[src/vdcd_pkg.sv]
// Package: shared types and constants for the varint delta column decoder.
`default_nettype none
package vdcd_pkg;

  // LEB128 group geometry
  localparam int unsigned GROUP_BITS      = 7;
  localparam int unsigned VALUE_BITS      = 64;
  localparam int unsigned CONT_BIT        = 7;
  localparam logic [6:0]  DATA_MASK       = 7'h7F;
  localparam logic [3:0]  LAST_FULL_GROUP = 4'd8;
  localparam logic [3:0]  TOP_GROUP       = 4'd9;
  localparam logic [3:0]  MAX_GROUP       = 4'd15;

  // Input transaction payload
  typedef struct packed {
    logic [7:0] code_byte;
    logic       column_start;
    logic       column_end;
  } in_item_t;

  // Output transaction payload
  typedef struct packed {
    logic [VALUE_BITS-1:0] decoded_value;
    logic                  first_of_column;
    logic                  overflow_seen;
    logic                  truncated;
    logic                  end_of_column;
  } out_item_t;

  // Decoder state carried from byte to byte
  typedef struct packed {
    logic [VALUE_BITS-1:0] partial_value;
    logic [3:0]            group_count;
    logic                  awaiting_first;
    logic                  lost_bits;
  } dec_state_t;

  localparam dec_state_t STATE_RESET = '{
    partial_value:  '0,
    group_count:    '0,
    awaiting_first: 1'b1,
    lost_bits:      1'b0
  };

endpackage
`default_nettype wire

[src/vdcd_gather.sv]
// Combinational byte step: gather one LEB128 group, apply base, form result.
`default_nettype none
module vdcd_gather (
  input  wire vdcd_pkg::dec_state_t        state,
  input  wire vdcd_pkg::in_item_t          item,
  input  wire logic [63:0]                 base_value,
  output vdcd_pkg::dec_state_t             state_next,
  output vdcd_pkg::out_item_t              result,
  output logic                             result_valid
);
  import vdcd_pkg::*;

  dec_state_t      cur;
  dec_state_t      upd;
  logic [6:0]      data;
  logic [5:0]      shamt;
  logic [63:0]     shifted;
  logic            more;

  always_comb begin
    // Column start clears any unfinished value before the byte is used
    cur = item.column_start ? STATE_RESET : state;
    data = item.code_byte[6:0] & DATA_MASK;
    more = item.code_byte[CONT_BIT];
    shamt = 6'(cur.group_count) * 6'(GROUP_BITS);
    shifted = 64'(data) << shamt;

    // Gather the group; drop bits beyond the top of the value
    upd = cur;
    if (cur.group_count <= LAST_FULL_GROUP) begin
      upd.partial_value = cur.partial_value | shifted;
    end else if (cur.group_count == TOP_GROUP) begin
      upd.partial_value[VALUE_BITS-1] = cur.partial_value[VALUE_BITS-1] | data[0];
      if (data[6:1] != '0) upd.lost_bits = 1'b1;
    end else if (data != '0) begin
      upd.lost_bits = 1'b1;
    end

    // Emit on a final byte, or on a column end that cuts a value short
    result_valid = !more || item.column_end;
    result.decoded_value   = upd.awaiting_first ? upd.partial_value
                                                : upd.partial_value + base_value;
    result.first_of_column = upd.awaiting_first;
    result.overflow_seen   = upd.lost_bits;
    result.truncated       = more;
    result.end_of_column   = item.column_end;

    // Advance state
    state_next = upd;
    if (!more) begin
      state_next = STATE_RESET;
      state_next.awaiting_first = 1'b0;
    end else if (upd.group_count < MAX_GROUP) begin
      state_next.group_count = upd.group_count + 4'd1;
    end
    if (item.column_end) state_next = STATE_RESET;
  end

endmodule
`default_nettype wire

[src/varint_delta_column_decoder_top.sv]
// Top level: varint delta column decoder with state and result registers.
// A result appears on out_valid in the cycle after its last byte is accepted.
// Throughput: one byte per cycle; in_ready holds only while a result waits unaccepted.
// Timing is set by the 64-bit base adder between the byte input and the result register.
// Reset (rst, synchronous, active high) clears the base register, the decoder state and
// out_valid; in_ready stays low during reset.
`default_nettype none
module varint_delta_column_decoder_top (
  input  wire logic                 clk,
  input  wire logic                 rst,
  input  wire logic                 in_valid,
  output logic                      in_ready,
  input  wire vdcd_pkg::in_item_t   in_data,
  output logic                      out_valid,
  input  wire logic                 out_ready,
  output vdcd_pkg::out_item_t       out_data,
  input  wire logic                 cfg_wen,
  input  wire logic [63:0]          cfg_wdata
);
  import vdcd_pkg::*;

  logic [63:0] base_reg;
  dec_state_t  state;
  dec_state_t  state_next;
  out_item_t   result;
  logic        result_valid;
  logic        in_fire;

  assign in_ready = !rst && (!out_valid || out_ready);
  assign in_fire  = in_valid && in_ready;

  vdcd_gather u_gather (
    .state        (state),
    .item         (in_data),
    .base_value   (base_reg),
    .state_next   (state_next),
    .result       (result),
    .result_valid (result_valid)
  );

  // Hold the base register
  always_ff @(posedge clk) begin
    if (rst) begin
      base_reg <= '0;
    end else if (cfg_wen) begin
      base_reg <= cfg_wdata;
    end
  end

  // Advance decoder state on each accepted transaction
  always_ff @(posedge clk) begin
    if (rst) begin
      state <= STATE_RESET;
    end else if (in_fire) begin
      state <= state_next;
    end
  end

  // Result register: load on a result, drop when taken
  always_ff @(posedge clk) begin
    if (rst) begin
      out_valid <= 1'b0;
    end else if (in_fire) begin
      out_valid <= result_valid;
    end else if (out_ready) begin
      out_valid <= 1'b0;
    end
  end

  always_ff @(posedge clk) begin
    if (in_fire && result_valid) begin
      out_data <= result;
    end
  end

endmodule
`default_nettype wire

[config.mk]
export PLATFORM = sky130hd
export DESIGN_NAME = varint_delta_column_decoder_top
export DESIGN_NICKNAME = d
export VERILOG_FILES = /design/src/vdcd_pkg.sv /design/src/vdcd_gather.sv /design/src/varint_delta_column_decoder_top.sv
export SDC_FILE = /design/constraint.sdc
export NUM_CORES = 1
export LEC_CHECK = 0
export ABC_AREA = 0
export BUFFER_PORTS_ARGS = -buffer_cell sky130_fd_sc_hd__buf_2
export CORE_AREA = 2 2 122 212
export CTS_BUF_LIST = sky130_fd_sc_hd__clkbuf_4 sky130_fd_sc_hd__clkbuf_8 sky130_fd_sc_hd__clkbuf_16
export DETAILED_ROUTE_END_ITERATION = 12
export DIE_AREA = 0 0 124 214
export GPL_TIMING_DRIVEN = 0
export HOLD_SLACK_MARGIN = 0.06
export PLACE_DENSITY = 0.85
export SLEW_MARGIN = 20
export SYNTH_ARGS = -nofsm -noshare
export SYNTH_HDL_FRONTEND = slang
export SYNTH_HIERARCHICAL = 1
export SYNTH_SLANG_ARGS = --single-unit
[constraint.sdc]
create_clock -name clk -period 8.3 [get_ports clk]
set_input_delay 1.245 -clock clk [delete_from_list [all_inputs] [get_ports clk]]
set_output_delay 1.245 -clock clk [all_outputs]
set_load 0.05 [all_outputs]
==> flow_metrics.env <==
export IMPL_status="complete, no violations"
export IMPL_clock_path_buffers=3
export IMPL_hold_violations=0
export IMPL_antenna_found_initial=0
export IMPL_cellLeakagePower_nw=6.36
export IMPL_nets=1963
export IMPL_cts_sinks=203
export IMPL_core_area_um2=24700
export IMPL_postLayoutCellArea_um2=15400
export IMPL_dpl_cell_area_um2=14600
export IMPL_final_min_clock_period_ps=8030
export IMPL_cpMostUsedCell="ha_1"
export IMPL_routabilityCongestion=1.05
export IMPL_syn_inst=1634
export IMPL_crit_path_start_kind="input port"
export IMPL_antennaDiodeCount=0
export IMPL_grt_pass1_wl_um=68700
export IMPL_synth_avg_cell_area_um2=8.23
export IMPL_synthFlopType="dfxtp_1"
export IMPL_cts_buffers=22
export IMPL_post_drt_wl_per_cell_um=20.8
export IMPL_track_usage_pct=33.2
export IMPL_ys_async_sr_fraction_pct=0
export IMPL_portBuffers=145
export IMPL_synth_distinct_cells=73
export IMPL_start_util_pct=54.4
export IMPL_dieArea_um2=26500
export IMPL_ys_ff_latch=203
export IMPL_final_core_util_pct=62.4
export IMPL_die_h_um=214
export IMPL_crit_path_max_incr_delay_ps=410
export IMPL_hold_class="reg -> reg"
export IMPL_io_pins=149
export IMPL_ys_seq_area_share_pct=35.3
export IMPL_path_clk_slew_ps=70
export IMPL_final_antenna_net_count=0
export IMPL_finalClockSkew_ps=14.7
export IMPL_crit_fanout=11
export IMPL_vias_per_cell=6.30
export IMPL_grt_overflow=0
export IMPL_drv_cap=0
export IMPL_setup_violations=0
export IMPL_clock_root_buffer="clkbuf_16"
export IMPL_end_kind="flop"
export IMPL_power_density_nw_per_um2=156
export IMPL_drt_total_wl_um=44600
export IMPL_post_cts_buffers=0
export IMPL_ys_warn_count=6
export IMPL_vias=13500
export IMPL_synth_edff_count=68
export IMPL_slew_viol_final=0
export IMPL_synth_nets=1787
export IMPL_drive_above_1_share_pct=14.7
export IMPL_post_route_period_util_pct=96.7
export IMPL_slowest_stage="fa_1"
export IMPL_clock_fmax_ghz=0.125
export IMPL_relSlewSlack_pct=33.4
export IMPL_drt_iter0_drc=1143
export IMPL_ir_drop_uv=139
export IMPL_finalSetupTns_ps=0
export IMPL_synth_area_um2=13500
export IMPL_largest_register_ffs=70
export IMPL_crit_type="in -> reg"
export IMPL_synthToLayoutAreaGrowth_pct=14.7
export IMPL_cts_tree="yes"
export IMPL_rsz0062_at_grt="no"
export IMPL_rows=76
export IMPL_die_w_um=124
export IMPL_cts_max_level=1
export IMPL_clock_latency_ps=530
export IMPL_cp_required_ps=8650
export IMPL_grt_pass1_vias=13300
export IMPL_tightest_slew_ps=999
export IMPL_grt_max_degree=15
export IMPL_dr_pass1_iters=6
export IMPL_drc=0
export IMPL_crit_arrival_ps=8380
export IMPL_n_fill_cell=2190
export IMPL_hpwl_um=33900
export IMPL_power_w=0.00241
export IMPL_r2r_setup_slack_ps=800
[where the power goes]
part	internal [W]	switching (W)	total [W]
Clock	0.000592	0.000410	0.00100
Sequential	0.00106	0.0000162	0.00108
Combinational	0.000102	0.000232	0.000333
[metrics by stage]
step / std cells / setup slack (ps) / hold WS, ps
after global placement: 2091 / -1810 / 458
after floorplan: 1634 / 1140 / 449
after detailed placement: 2098 / -836 / 466
after CTS: 2138 / -4.23 / 475
after global routing: 2138 / 8.05 / 491
final: 2138 / 270 / 478
[worst max-delay path: cells and delay by family]
family	cells	cell delay, ps
XOR/XNOR	2	540
adder cells (fa/ha/maj)	4	990
AND/OR/NAND/NOR	6	1350
buffers and inverters	8	1860
AO/OA/AOI/OAI	8	2370
[Yosys cell counts (35+ instances only)]
cell         n  area share, %
inv_1       52            1.5
mux2i_1     87            6.5
o21ai_0     98            3.6
xnor2_1     35            2.3
dfxtp_1    135             20
ha_1        72            6.7
edfxtp_1    68             15
nor2b_1     53            2.5
a21o_1      35            2.0
nand3_1     89            3.3
o2bb2ai_1   40            2.6
nor2_1     211            5.9
nand2_1     79            2.2
a21oi_1    214            8.0
clkbuf_1    68            1.9
[final timing paths]
kind | startpoint | endpoint | depth (start not counted)
max | in_data[1] | out_data[63] | 28
min | state[27] | state[27] | 2
max reg2reg | state[2] | out_data[63] | 27
min reg2reg | state[27] | state[27] | 2
[logic make-up (layout without fill, tap and decap cells)]
| group | after synthesis | in the layout | share of synthesized area [%] |
|---|---|---|---|
| AOI/OAI and AO/OA | 521 | 521 | 23.9 |
| xor gates and xnor gates | 62 | 62 | 4.04 |
| adders and majority gates | 74 | 74 | 6.99 |
| buffers and inverters | 168 | 360 | 5.37 |
| DFF | 203 | 203 | 35.3 |
| muxes | 89 | 89 | 6.64 |
| and+or+nand+nor | 517 | 517 | 17.8 |
[per-layer routing]
metal | global-route usage (%) | up-vias | share of wire [%]
met4 | 25.4 | 0 | 8.9
met5 | 0 | - | 0
met1 | 34.4 | 6308 | 34
met3 | 4.37 | 223 | 6.5
met2 | 58.7 | 703 | 50
li1 | - | 6244 | -
[cell usage in the layout, fill, tap and decap left out, types with 27 or more instances in the layout]
cell type and count:
nor2_1 210, ha_1 72, inv_1 52, nand2_1 79, nor2b_1 53, xnor2_1 35, dfxtp_1 135, xor2_1 27
clkbuf_1 65, o2bb2ai_1 40, edfxtp_1 68, a21oi_1 213, o21ai_0 98, buf_2 169, mux2i_1 86, nand3_1 89
a21o_1 35
[repair_timing]
action,4_1_cts,5_1_grt
setup endpoints to repair,6,33
resized for setup,4,13
hold buffers,0,0
pin swaps,0,0
cloned,0,0
endpoints found under the hold margin,0,0
[layout make-up]
type                            count  area [um^2]  share of cell area, %
Inverter                           53          199                   1.29
Multi-Input combinational cell   1263         8040                   52.1
Tap cell                          312          390                   2.53
Sequential cell                   203         4740                   30.8
Clock inverter                      9         73.8                  0.479
Timing Repair Buffer              152          782                   5.07
Buffer                            115          528                   3.42
Clock buffer                       31          666                   4.31
(Power assumes the default switching activity.)
